===== config.mk =====
export PLATFORM = sky130hd
export DESIGN_NAME = led_flash_pattern_sequencer_core
export DESIGN_NICKNAME = d
export VERILOG_FILES = /design/src/rtl/lfps_pkg.sv /design/src/rtl/led_flash_pattern_sequencer_core.sv
export SDC_FILE = /design/constraint.sdc
export NUM_CORES = 1
export LEC_CHECK = 0
export BUFFER_PORTS_ARGS = -buffer_cell sky130_fd_sc_hd__buf_4
export CAP_MARGIN = 0
export CORE_MARGIN = 8
export CORE_UTILIZATION = 30
export CTS_BUF_LIST = sky130_fd_sc_hd__clkbuf_4 sky130_fd_sc_hd__clkbuf_8 sky130_fd_sc_hd__clkbuf_16
export CTS_CLUSTER_SIZE = 14
export DETAILED_ROUTE_END_ITERATION = 10
export GPL_ROUTABILITY_DRIVEN = 0
export PLACE_DENSITY = 0.55
export SYNTH_ARGS = -nofsm -noshare
export SYNTH_HDL_FRONTEND = slang
export SYNTH_SLANG_ARGS = --single-unit

===== constraint.sdc =====
create_clock -name clock -period 7.3 [get_ports clock]
set_input_delay 0.365 -clock clock [delete_from_list [all_inputs] [get_ports clock]]
set_output_delay 0.365 -clock clock [all_outputs]
set_load 0.05 [all_outputs]

===== src/rtl/lfps_pkg.sv =====
`default_nettype none

package lfps_pkg;

   localparam int unsigned TICKS_PER_MS_DEFAULT = 1000;

   localparam logic [7:0] FULL_LEVEL = 8'd255;

   // Command codes carried in req_tuser.
   localparam logic [1:0] CMD_TICK  = 2'd0;
   localparam logic [1:0] CMD_START = 2'd1;
   localparam logic [1:0] CMD_FULL  = 2'd2;
   localparam logic [1:0] CMD_LEVEL = 2'd3;

   // Register indexes, taken from csr_paddr[4:2].
   localparam logic [2:0] REG_ON_MS          = 3'd0;
   localparam logic [2:0] REG_OFF_MS         = 3'd1;
   localparam logic [2:0] REG_PAUSE_MS       = 3'd2;
   localparam logic [2:0] REG_START_DELAY_MS = 3'd3;
   localparam logic [2:0] REG_PULSES         = 3'd4;
   localparam logic [2:0] REG_REPEATS        = 3'd5;
   localparam logic [2:0] REG_RAMP_STEP_US   = 3'd6;
   localparam logic [2:0] REG_DIM_LEVEL      = 3'd7;

   localparam int unsigned CSR_ADDR_W = 5;

endpackage

`default_nettype wire


===== src/rtl/led_flash_pattern_sequencer_core.sv =====
`default_nettype none

// Channel  Direction  Handshake               Payload
// req      in         req_tvalid/req_tready   tuser: command, tdata: level
// rsp      out        rsp_tvalid/rsp_tready   tdata: brightness, done_res, on_phase
// csr      in         APB psel/penable        8 registers at byte address 4*i
//
// Each command updates the sequencer state and loads the result register at the same
// edge, so a beat can be accepted in every cycle while the result register is empty or
// its result is being taken; the result register frees as soon as its beat is taken.
// A stalled result holds req_tready low until rsp_tready rises.
// Synchronous reset clears the registers, the state and the result valid flag.

module led_flash_pattern_sequencer_core #(
   parameter int unsigned TICKS_PER_MS = lfps_pkg::TICKS_PER_MS_DEFAULT
) (
   input  wire logic                             clock,
   input  wire logic                             reset,
   // Input beats
   input  wire logic                             req_tvalid,
   output      logic                             req_tready,
   input  wire logic [7:0]                       req_tdata,   // [7:0] level
   input  wire logic [1:0]                       req_tuser,   // [1:0] command
   // Result beats
   output      logic                             rsp_tvalid,
   input  wire logic                             rsp_tready,
   output      logic [15:0]                      rsp_tdata,   // [7:0] brightness,
                                                              // [8] done_res,
                                                              // [9] on_phase, rest zero
   // Configuration
   input  wire logic                             csr_psel,
   input  wire logic                             csr_penable,
   input  wire logic                             csr_pwrite,
   input  wire logic [lfps_pkg::CSR_ADDR_W-1:0]  csr_paddr,
   input  wire logic [31:0]                      csr_pwdata,
   output      logic [31:0]                      csr_prdata,
   output      logic                             csr_pready
);

   import lfps_pkg::*;

   localparam int unsigned SUB_W = (TICKS_PER_MS > 1) ? $clog2(TICKS_PER_MS) : 1;
   localparam logic [SUB_W:0] TICKS_C = (SUB_W + 1)'(TICKS_PER_MS);

   typedef enum logic [2:0] {
      PH_IDLE,
      PH_DELAY,
      PH_PULSE_ON,
      PH_ON,
      PH_PULSE_OFF,
      PH_OFF,
      PH_BURST,
      PH_PAUSE
   } phase_type;

   // Configuration registers
   logic [15:0] on_ms_ff, off_ms_ff, pause_ms_ff, start_delay_ms_ff;
   logic [7:0]  pulses_ff, repeats_ff, ramp_step_ff, dim_level_ff;

   // Sequencer state
   phase_type        phase_ff, phase_in;
   logic [7:0]       pulse_count_ff, pulse_count_in;
   logic [7:0]       burst_count_ff, burst_count_in;
   logic             ramp_up_ff, ramp_up_in;
   logic             ramp_down_ff, ramp_down_in;
   logic [7:0]       flash_level_ff, flash_level_in;
   logic [7:0]       drive_level_ff, drive_level_in;
   logic [SUB_W-1:0] sub_ms_ff, sub_ms_in;
   logic [31:0]      ms_now_ff, ms_now_in;
   logic [31:0]      ms_mark_ff, ms_mark_in;
   logic [31:0]      us_now_ff, us_now_in;
   logic [31:0]      ramp_mark_ff, ramp_mark_in;

   // Result register
   logic             rsp_valid_ff;
   logic [15:0]      rsp_data_ff;

   logic             req_accept;
   logic             csr_write;
   logic             run_pass;
   phase_type        pass_phase;
   logic [SUB_W:0]   sub_inc;
   logic [31:0]      ms_elapsed;
   logic [31:0]      us_elapsed;

   assign req_tready = !rsp_valid_ff || rsp_tready;
   assign req_accept = req_tvalid && req_tready;
   assign rsp_tvalid = rsp_valid_ff;
   assign rsp_tdata  = rsp_data_ff;
   assign csr_pready = 1'b1;
   assign csr_write  = csr_psel && csr_penable && csr_pwrite && csr_pready;

   always_comb begin
      unique case (csr_paddr[4:2])
         REG_ON_MS:          csr_prdata = {16'd0, on_ms_ff};
         REG_OFF_MS:         csr_prdata = {16'd0, off_ms_ff};
         REG_PAUSE_MS:       csr_prdata = {16'd0, pause_ms_ff};
         REG_START_DELAY_MS: csr_prdata = {16'd0, start_delay_ms_ff};
         REG_PULSES:         csr_prdata = {24'd0, pulses_ff};
         REG_REPEATS:        csr_prdata = {24'd0, repeats_ff};
         REG_RAMP_STEP_US:   csr_prdata = {24'd0, ramp_step_ff};
         REG_DIM_LEVEL:      csr_prdata = {24'd0, dim_level_ff};
         default:            csr_prdata = 32'd0;
      endcase
   end

   always_comb begin
      ms_now_in      = ms_now_ff;
      us_now_in      = us_now_ff;
      sub_ms_in      = sub_ms_ff;
      phase_in       = phase_ff;
      ms_mark_in     = ms_mark_ff;
      pulse_count_in = pulse_count_ff;
      burst_count_in = burst_count_ff;
      ramp_up_in     = ramp_up_ff;
      ramp_down_in   = ramp_down_ff;
      flash_level_in = flash_level_ff;
      drive_level_in = drive_level_ff;
      ramp_mark_in   = ramp_mark_ff;
      run_pass       = 1'b0;
      sub_inc        = {1'b0, sub_ms_ff} + 1'b1;

      unique case (req_tuser)
         CMD_TICK: begin
            us_now_in = us_now_ff + 32'd1;
            if (sub_inc >= TICKS_C) begin
               sub_ms_in = '0;
               ms_now_in = ms_now_ff + 32'd1;
            end else begin
               sub_ms_in = sub_inc[SUB_W-1:0];
            end
            run_pass = 1'b1;
         end
         CMD_START: begin
            pulse_count_in = 8'd0;
            burst_count_in = 8'd0;
            ms_mark_in     = ms_now_ff;
            phase_in       = (start_delay_ms_ff == 16'd0) ? PH_PULSE_ON : PH_DELAY;
            run_pass       = 1'b1;
         end
         CMD_FULL: begin
            phase_in       = PH_IDLE;
            drive_level_in = FULL_LEVEL;
         end
         CMD_LEVEL: begin
            phase_in       = PH_IDLE;
            drive_level_in = req_tdata;
         end
      endcase

      pass_phase = phase_in;
      ms_elapsed = ms_now_in - ms_mark_in;
      us_elapsed = us_now_in - ramp_mark_ff;

      if (run_pass) begin
         if (pass_phase == PH_IDLE) begin
            // An idle sequencer only tracks time; the drive level is left alone.
            ms_mark_in = ms_now_in;
         end else begin
            unique case (pass_phase)
               PH_DELAY: begin
                  if (ms_elapsed >= {16'd0, start_delay_ms_ff}) phase_in = PH_PULSE_ON;
               end
               PH_PULSE_ON: begin
                  ramp_up_in     = 1'b1;
                  ramp_down_in   = 1'b0;
                  pulse_count_in = pulse_count_in + 8'd1;
                  ms_mark_in     = ms_now_in;
                  phase_in       = PH_ON;
               end
               PH_ON: begin
                  if (ms_elapsed >= {16'd0, on_ms_ff}) phase_in = PH_PULSE_OFF;
               end
               PH_PULSE_OFF: begin
                  ramp_down_in = 1'b1;
                  ramp_up_in   = 1'b0;
                  ms_mark_in   = ms_now_in;
                  phase_in     = PH_OFF;
               end
               PH_OFF: begin
                  if (ms_elapsed >= {16'd0, off_ms_ff}) phase_in = PH_BURST;
               end
               PH_BURST: begin
                  // A burst always has at least one pulse, even with a zero count.
                  if (pulse_count_in >= pulses_ff) begin
                     pulse_count_in = 8'd0;
                     ms_mark_in     = ms_now_in;
                     burst_count_in = burst_count_in + 8'd1;
                     if (repeats_ff != 8'd0 && burst_count_in >= repeats_ff) begin
                        phase_in = PH_IDLE;
                     end else begin
                        phase_in = PH_PAUSE;
                     end
                  end else begin
                     phase_in = PH_PULSE_ON;
                  end
               end
               PH_PAUSE: begin
                  if (ms_elapsed >= {16'd0, pause_ms_ff}) phase_in = PH_PULSE_ON;
               end
               default: begin
                  phase_in = pass_phase;
               end
            endcase

            if (ramp_step_ff != 8'd0) begin
               if (us_elapsed >= {24'd0, ramp_step_ff}) begin
                  ramp_mark_in = us_now_in;
                  if (ramp_up_in && flash_level_in < FULL_LEVEL) begin
                     flash_level_in = flash_level_in + 8'd1;
                  end
                  if (flash_level_in == FULL_LEVEL || ramp_down_in) ramp_up_in = 1'b0;
                  if (ramp_down_in && flash_level_in > dim_level_ff) begin
                     flash_level_in = flash_level_in - 8'd1;
                  end
                  if (flash_level_in == dim_level_ff) ramp_down_in = 1'b0;
               end
            end else begin
               if (ramp_up_in) begin
                  flash_level_in = FULL_LEVEL;
                  ramp_up_in     = 1'b0;
               end
               if (ramp_down_in) begin
                  flash_level_in = dim_level_ff;
                  ramp_down_in   = 1'b0;
               end
            end
            drive_level_in = flash_level_in;
         end
      end
   end

   always_ff @(posedge clock) begin
      if (reset) begin
         on_ms_ff          <= 16'd0;
         off_ms_ff         <= 16'd0;
         pause_ms_ff       <= 16'd0;
         start_delay_ms_ff <= 16'd0;
         pulses_ff         <= 8'd0;
         repeats_ff        <= 8'd0;
         ramp_step_ff      <= 8'd0;
         dim_level_ff      <= 8'd0;
         phase_ff          <= PH_IDLE;
         pulse_count_ff    <= 8'd0;
         burst_count_ff    <= 8'd0;
         ramp_up_ff        <= 1'b0;
         ramp_down_ff      <= 1'b0;
         flash_level_ff    <= 8'd0;
         drive_level_ff    <= 8'd0;
         sub_ms_ff         <= '0;
         ms_now_ff         <= 32'd0;
         ms_mark_ff        <= 32'd0;
         us_now_ff         <= 32'd0;
         ramp_mark_ff      <= 32'd0;
         rsp_valid_ff      <= 1'b0;
      end else begin
         if (csr_write) begin
            unique case (csr_paddr[4:2])
               REG_ON_MS:          on_ms_ff          <= csr_pwdata[15:0];
               REG_OFF_MS:         off_ms_ff         <= csr_pwdata[15:0];
               REG_PAUSE_MS:       pause_ms_ff       <= csr_pwdata[15:0];
               REG_START_DELAY_MS: start_delay_ms_ff <= csr_pwdata[15:0];
               REG_PULSES:         pulses_ff         <= csr_pwdata[7:0];
               REG_REPEATS:        repeats_ff        <= csr_pwdata[7:0];
               REG_RAMP_STEP_US:   ramp_step_ff      <= csr_pwdata[7:0];
               REG_DIM_LEVEL:      dim_level_ff      <= csr_pwdata[7:0];
               default: begin
               end
            endcase
         end
         if (req_accept) begin
            phase_ff       <= phase_in;
            pulse_count_ff <= pulse_count_in;
            burst_count_ff <= burst_count_in;
            ramp_up_ff     <= ramp_up_in;
            ramp_down_ff   <= ramp_down_in;
            flash_level_ff <= flash_level_in;
            drive_level_ff <= drive_level_in;
            sub_ms_ff      <= sub_ms_in;
            ms_now_ff      <= ms_now_in;
            ms_mark_ff     <= ms_mark_in;
            us_now_ff      <= us_now_in;
            ramp_mark_ff   <= ramp_mark_in;
            rsp_valid_ff   <= 1'b1;
         end else if (rsp_tready) begin
            rsp_valid_ff <= 1'b0;
         end
      end
      if (req_accept) begin
         rsp_data_ff <= {6'd0, (phase_in == PH_ON), (phase_in == PH_IDLE), drive_level_in};
      end
   end

   a_result_follows_accept: assert property (@(posedge clock) disable iff (reset)
      req_accept |=> rsp_tvalid)
      else $error("accepted beat produced no result");

   a_idle_not_on: assert property (@(posedge clock) disable iff (reset)
      rsp_tvalid |-> !(rsp_tdata[8] && rsp_tdata[9]))
      else $error("result flags idle and on phase together");

   a_force_goes_idle: assert property (@(posedge clock) disable iff (reset)
      (req_accept && (req_tuser == CMD_FULL || req_tuser == CMD_LEVEL))
      |=> (rsp_tdata[8] && phase_ff == PH_IDLE))
      else $error("force command did not stop the sequencer");

   a_ms_step: assert property (@(posedge clock) disable iff (reset)
      !$past(reset) |-> (ms_now_ff == $past(ms_now_ff) || ms_now_ff == $past(ms_now_ff) + 32'd1))
      else $error("millisecond count moved by more than one");

   a_sub_ms_range: assert property (@(posedge clock) disable iff (reset)
      {1'b0, sub_ms_ff} < TICKS_C)
      else $error("sub-millisecond count out of range");

endmodule

`default_nettype wire


==> results by stage, run 1 <==
Run status:
- The run finished with clean final reports.

Yosys:
- The number of register bits inferred by synthesis is 282.
- The cell area after technology mapping is 21510 µm².
- The gate count after technology mapping is 2866.
- The number of synthesized flops with an enable pin is 10.
- The total number of yosys warnings is 0.
- After synthesis, flip-flops and latches occupy 26.71% of the total area.
- Among all flip-flop cells after synthesis, the most frequent one is dfxtp_1.
- In this run the mean area of a mapped cell was 7.504 µm².
- For this run, asynchronously set or reset flops after synthesis account for 0%.
- The netlist uses 99 different library cells.

Worst setup path:
- The category of the critical setup timing path is register to register.
- The launching instance or port of the critical path is us_now_ff[0].
- The buffer and inverter count on the worst path is 0.
- Along the worst path, the maximum fanout reaches 7.
- The kind of cell with the highest combined delay on the critical path is simple AND/OR/NAND/NOR gates.
- The worst register-to-register path ends at rsp_tdata[4].
- Data on the critical path arrives at its endpoint at 7.00 ns.
- The most critical setup path has its endpoint at rsp_tdata[4].
- The flop-to-flop setup slack is 0.57 ns.
- On the critical path, the stage with the largest delay is an instance of nor4_1.
- The kind of capture point of the worst setup path is a register.
- For the worst setup path, the data required time is 7.58 ns.
- The cell depth of the worst setup path is 28.
- The startpoint identified for the worst register-to-register timing path is us_now_ff[0].
- The stage delay of the slowest cell on the critical path is 0.48 ns.
- The logic depth of the worst register-to-register path is 28.
- The kind of launch point of the worst setup path is a register.

Power:
- The overall power consumption is 4.412 mW.
- The power density over cell area is 182.6 nW/µm².
- IR analysis of the VDD net gives a maximum drop of 0.0001372 V.
- The leakage power is 9.316 nW.

CTS:
- TritonCTS built the clock tree.
- CTS built an H-tree with a depth of 2.
- The largest buffer count on any clock path is 3.
- Clock tree synthesis inserted a total of 37 buffers.
- The clock reaches the later pin of the worst-skew pair after 0.56 ns.
- The cts-stage hold buffer count is 0.
- The tree is rooted in a clkbuf_16.
- The total number of clock tree sinks is 282.
- The register clock-pin slew on the reported worst setup and hold paths is 0.06 ns.

Layout:
- The fraction of layout cells with a size suffix above 1 is 8.472%.
- The layout filler cell count is 7603.
- The layout net count is 3067.
- The layout-stage area growth over the synthesis result is 12.34%.

Floorplanning:
- The area of the core is 71240 µm².
- In this run the count of I/O pins placed on the die edge is 105.
- The floorplan step set the die height to 283.8 µm.
- For this configuration, the core starts out at a cell density of 30.19%.
- In this run the horizontal extent of the chip is 283.8 µm.
- The number of rows in the core area is 98.
- The die area is 80510 µm².

Route:
- Signal routing reaches up to met5.
- The routed via count is 19630.
- The number of vias per cell after detailed routing is 5.125.
- The routed length per instance is 16.65 µm.
- The number of iterations in the first detailed-routing pass is 5.
- After detailed routing, the met3 layer carries 2927 µm of wire.
- The detailed router finished its first iteration with 1355 violations.
- The detailed route wirelength on metal2 is 28100 µm.
- The count of unresolved DRC violations after routing is 0.
- The routed design has 63790 µm of wire.
- The routed metal-1 wire length is 31330 µm.
- The post-detailed-route count of antenna-violating nets is 0.

Global routing:
- The global-route usage over all layers is 15.30%.
- The maximum number of pins on one net before global-route repair is 153.
- The number of antenna violations at the first check in global routing is 2.
- The number of global-route vias before repair is 18450.
- The first global-routing pass estimated 103100 µm of wire.
- After global routing the overflow that remains totals 0.

Placement:
- Input and output buffers added on the ports amount to 63.
- The HPWL reported at the end of detailed placement is 45820 µm.

Job:
- The number of max-cap violations is 0.

Timing:
- The slew at the pin with the worst max-slew slack is 1.003 ns.
- Of the available clock period, the critical path in the final layout requires 92.16%.
- The number of hold violations in the final report is 0.
- The final-layout worst hold slack is 0.07691 ns.
- The tightest slew margin relative to the limit is 33.16%.
- The final clock skew is 0.02344 ns.
- Static timing analysis puts the maximum clock frequency at 148.6 MHz.
- The final count of negative-setup-slack endpoints is 0.
- Subtracting the final worst setup slack from the clock period gives 6.728 ns.
- The final max-slew violation count came to 0.

Hold path:
- The type of the worst min-delay path is input port to register.
-- worst min-delay path, cell delays in order --
cell,delay (ns)
buf_4,0.12
inv_1,0.04
a21oi_1,0.05
-- how the worst min path moves through the flow --
| stage | startpoint | endpoint | slack, ns | cells after the start |
|---|---|---|---|---|
| 3_5_place_dp | ms_mark_ff[2] | ms_mark_ff[2] | 0.44 | 2 |
| 2_1_floorplan | ms_mark_ff[12] | ms_mark_ff[12] | 0.43 | 2 |
| 6_report | req_tvalid | rsp_tvalid | 0.08 | 3 |
| 5_1_grt | csr_pwdata[9] | start_delay_ms_ff[9] | 0.07 | 3 |
| 3_3_place_gp | ms_mark_ff[12] | ms_mark_ff[12] | 0.44 | 2 |
| 4_1_cts | req_tvalid | rsp_tvalid | 0.02 | 3 |
-- sequential cells by signal (all words and copies together) (netlist names), 10 cells and up --
signal / cells
ms_mark_ff: 32
ms_now_ff: 32
off_ms_ff: 16
on_ms_ff: 16
pause_ms_ff: 16
ramp_mark_ff: 32
rsp_tdata: 10
start_delay_ms_ff: 16
sub_ms_ff: 10
us_now_ff: 32
-- cells by family after synthesis --
kind of cell             share of synthesized area (%)
adder cells (fa/ha/maj)                          9.593
XOR/XNOR                                         7.418
flip-flops                                       26.71
AND/OR/NAND/NOR                                  23.33
buffers and inverters                            6.626
multiplexers                                     4.939
other                                          0.03492
AO/OA/AOI/OAI                                    21.35
-- report_power, final --
part	internal, mW	switching [mW]
clock network	1.18	0.761
logic	0.338	0.539
registers	1.58	0.0210
total	3.09	1.32
-- metrics by stage --
stage	utilization, %	cell area [µm²]	setup slack [ns]	TNS, ns	std cells
floorplan	-	21590	0.8336	0	2887
global placement	32.06	22840	0.4171	0	3761
detailed placement	32.06	22840	0.3260	0	3761
CTS	33.84	24110	0.2940	0	3828
global route	33.91	24160	-0.01277	-0.01277	3831
finish	33.91	24160	0.5720	0	3831
-- cells in the final DEF (no fill, tap or decap), drive strengths merged, types with 68 or more instances in the layout --
cell	n
inv	171
nor2	292
mux2i	78
a21o	68
o21ai	129
nand3	68
xor2	87
a21oi	262
dfxtp	272
buf	109
ha	160
xnor2	90
nand2	396
-- synth_stat cells, types with 11 or more instances --
master    count  share of area [%]
buf_2        17               0.40
or3_1        39                1.1
o21a_1       14               0.49
o211ai_1     38                1.3
mux2i_1      78                3.6
nor2b_1      30               0.87
nand4_1      42                1.2
a21boi_0     12               0.42
nor4_1       28               0.81
ha_1        160                9.3
o22ai_1      17               0.49
a31oi_1      11               0.32
nand3_1      67                1.6
a21oi_1     262                6.1
or2_2        12               0.35
buf_1        24               0.42
nor3_1       48                1.1
clkbuf_1    118                2.1
nand2_1     396                6.9
a211oi_1     42                1.5
and2_1       20               0.58
a22oi_1      14               0.49
and3_1       38                1.1
o21ai_0     121                2.8
a21o_1       68                2.4
xor2_1       86                3.5
inv_1       167                2.9
dfxtp_1     272                 25
o21bai_1     13               0.45
buf_4        24               0.84
nor2_1      291                5.1
xnor2_1      88                3.6
nand2b_1     35                1.0
-- repair_timing --
item / CTS / global route
gates resized for setup: 0 / 6
endpoints found under the setup margin: 0 / 12
buffers inserted: 0 / 2
-- routing by layer --
metal	GRT usage, %	vias up
met5	0	-
met4	3.997	2
met3	2.241	82
met2	24.19	418
met1	21.56	9139
li1	-	9991
-- area by class of cell --
| class | instances | area (µm²) | share of cell area (%) |
|---|---|---|---|
| repair buffers | 109 | 850.8 | 3.521 |
| diodes | 1 | 2.502 | 0.01036 |
| inverters | 167 | 626.9 | 2.595 |
| multi-input cells | 2255 | 14480 | 59.92 |
| clock buffers | 52 | 1076 | 4.454 |
| clock inverters | 15 | 192.7 | 0.7975 |
| well taps | 950 | 1189 | 4.920 |
| flip-flops and latches | 282 | 5746 | 23.78 |
Power figures use the tool's default switching activity.
==> run 2: changes to the inputs <==
- CELL_PAD_IN_SITES_DETAIL_PLACEMENT: default -> 1
- CELL_PAD_IN_SITES_GLOBAL_PLACEMENT: default -> 1
- PLACE_DENSITY: 0.55 -> 0.54
- REMOVE_ABC_BUFFERS: default -> 1
==> run 2 against run 1 <==
Compared with the run above: sequential power about the same; register-to-register slack worse by 0.09 ns; count of clock-buffer cells in the layout grew 9; final area grew 1.1%; flip-flop and latch count unchanged; critical endpoint is now rsp_tdata[8]; clock skew down 0.0028 ns; first-iteration DRC count is 20% lower; critical path type unchanged; via count up 4.7%.
==> results by stage, run 2 (same netlist as run 1, synthesis figures left out) <==
Run status:
- The flow ran to the end, and the final reports show no timing, DRC or antenna violations.

Layout:
- Once layout is complete, the cells apart from fillers number 3846.
- Compared with the post-synthesis result, the final layout area differs by 13.56%.
- The count of inserted antenna diode cells is 0.
- The fraction of layout cells with a size suffix above 1 is 9.358%.
- In the layout the commonest cells are 393 x nand2_1, 288 x nor2_1, 272 x dfxtp_1.
- The finished cells cover 24420 µm².
- The most common library cell in the layout ignoring fill and taps is nand2_1.
- The layout net count is 3080.

Timing:
- The period utilization is 93.39%.
- Based on the critical path, the design can be clocked at up to 146.7 MHz.
- The final max-slew violation count is 0.
- The tightest slew margin relative to the limit is 16.47%.
- The summed negative setup slack over all endpoints is 0 ns.
- Between clock sinks in the finished design, the worst skew comes to 0.02066 ns.
- The number of hold violations in the final report is 0.
- At the pin with the least slew margin, the transition time is 1.242 ns.
- The final-layout worst hold slack is 0.04648 ns.
- Setup violations remaining at the end of the flow were counted as 0.
- The routed design could run at a clock period as short as 6.817 ns.

Global routing:
- The number of global-route vias before repair is 21230.
- The global-route wire length before repair is 123000 µm.
- The number of antenna violations at the first check in global routing is 0.
- The maximum number of pins on one net before global-route repair is 180.
- The global-route usage over all layers is 18.67%.
- The total overflow reported by the global router is 0.

Worst setup path:
- The kind of launch point of the worst setup path is a register.
- Measured in cells, the most critical reg-to-reg path has a length of 25.
- The flop-to-flop setup slack is 0.48 ns.
- STA classifies the critical path endpoint as a register.
- At the worst endpoint, the arrival time is 7.14 ns.
- The critical path is of the register to register type.
- The worst endpoint required time is 7.62 ns.
- The reg-to-reg endpoint is rsp_tdata[8].
- The startpoint identified for the worst register-to-register timing path is sub_ms_ff[0].
- The maximum fanout count along the critical path is 9.

Route:
- The first detailed-routing pass took 5 iterations.
- In the final routed layout, each cell accounts on average for 20.21 µm.
- The wire length reported by the detailed router is 77730 µm.
- The number of vias per cell after detailed routing is 5.344.
- The post-detailed-route count of antenna-violating nets is 0.
- The count of unresolved DRC violations after routing is 0.
- The violation count after the first detailed-routing iteration is 1085.
- The routed layout has 20550 vias.

Power:
- The worst vdd rail ir drop is 0.0001320 V.
- Overall power consumption after layout is estimated at 4.614 mW.
- For this design the static power due to leakage is 9.455 nW.
- In this run the power density over the cells is 188.9 nW/µm².

Placement:
- The cell area after placement is 22930 µm².
- The total instance count after detailed placement is 3769.
- The wire-length estimate of the detail-placed layout is 57480 µm.
- The number of buffer cells added on primary ports is 63.

Floorplanning:
- The number of rows in the core area is 98.
- The initial utilization of the core area, before any placement, comes to 30.19%.
- The floorplan step defined a die boundary enclosing 80510 µm².
- The area of the core is 71240 µm².
- The number of top-level pins is 105.
- The width of the die is 283.8 µm.
- In this run the vertical extent of the chip is 283.8 µm.

CTS:
- The later pin in the worst-skew pair is clocked with a latency of 0.58 ns.
- In this run the deepest clock path goes through 3 buffers.
- The cts-stage hold buffer count is 0.
- The total number of clock tree sinks is 282.
- After clock tree synthesis, the clock-pin slew on the worst setup and hold paths is 0.05 ns.
- Clock tree synthesis inserted a total of 40 buffers.
- The cell sitting at the root of the clock tree is a clkbuf_16.
- TritonCTS built the clock tree.
- The H-tree generated during clock tree synthesis spans 2 levels.

Hold path:
- The instance count along the most critical hold path is 3.
- The worst min-delay path startpoint is req_tvalid.
- The type of the worst min-delay path is input port to register.
- The hold path endpoint is rsp_tvalid.

Job:
- Max-cap violations in this run came to 0.
[run 2: cell types whose count changed in the layout (fill, tap and decap cells not counted), sizes merged]
| cell | change |
|---|---|
| buf | +10 |
| bufinv | -1 |
| clkbuf | +9 |
| clkinv | +3 |
| clkinvlp | -1 |
| diode | -1 |
| inv | -4 |
[run 2: worst max path at each step]
stage / slack [ns] / endpoint / start / cells past startpoint
floorplan: 0.24 / phase_ff[2] / req_tuser[1] / 21
global placement: 0.19 / rsp_tdata[8] / sub_ms_ff[0] / 29
detailed placement: 0.08 / rsp_tdata[8] / sub_ms_ff[0] / 28
CTS: 0.05 / rsp_tdata[8] / sub_ms_ff[0] / 29
global route: -0.04 / rsp_tdata[8] / sub_ms_ff[0] / 28
finish: 0.48 / rsp_tdata[8] / sub_ms_ff[0] / 25
[run 2: critical path, stage by stage (launching register included)]
cell and delay, ns:
dfxtp_1 0.48, ha_2 0.31, and3_1 0.27, a32oi_1 0.10
o22a_1 0.26, o31ai_4 0.35, nand2_1 0.19, xor2_1 0.28
ha_1 0.19, inv_1 0.05, ha_1 0.21, or2_2 0.30
o2111ai_1 0.25, o2111ai_1 0.21, a21oi_1 0.26, a21oi_1 0.20
xor2_1 0.65, ha_1 0.39, a211o_1 0.31, a21oi_1 0.11
o21ai_0 0.10, a21oi_1 0.14, o21ai_0 0.27, o21ai_0 0.38
mux2i_1 0.13, and3_1 0.16
[run 2: power breakdown]
| part | internal [mW] | switching (mW) |
|---|---|---|
| sequential | 1.58 | 0.0213 |
| clock | 1.27 | 0.798 |
| combinational | 0.349 | 0.597 |
| total | 3.20 | 1.42 |
[run 2: what timing repair did]
item                       in CTS  in global routing
hold endpoints to repair        0                  0
setup endpoints to repair       0                 59
resized for setup               0                 13
setup buffers                   0                  4
[run 2: final cells by class]
| cell class | count | area, µm² |
|---|---|---|
| Clock inverter | 12 | 171.4 |
| Timing Repair Buffer | 119 | 938.4 |
| Tap cell | 950 | 1189 |
| Sequential cell | 282 | 5746 |
| Multi-Input combinational cell | 2255 | 14530 |
| Fill cell | 8605 | 46820 |
| Clock buffer | 61 | 1225 |
| Inverter | 167 | 626.9 |
[run 2: metrics by stage]
stage               util [%]  setup WS [ns]
finish                 34.28         0.4825
global route           34.28       -0.03746
CTS                    34.15        0.04810
detailed placement     32.19        0.08474
global placement       32.18         0.1918
floorplan                  -         0.2393
[run 2: layer usage]
metal,track usage (%),up-vias,wire length [µm]
li1,-,10010,-
met1,26.22,10070,38520
met2,29.27,367,33880
met3,3.010,108,3238
met4,5.223,0,2090
met5,0,-,0
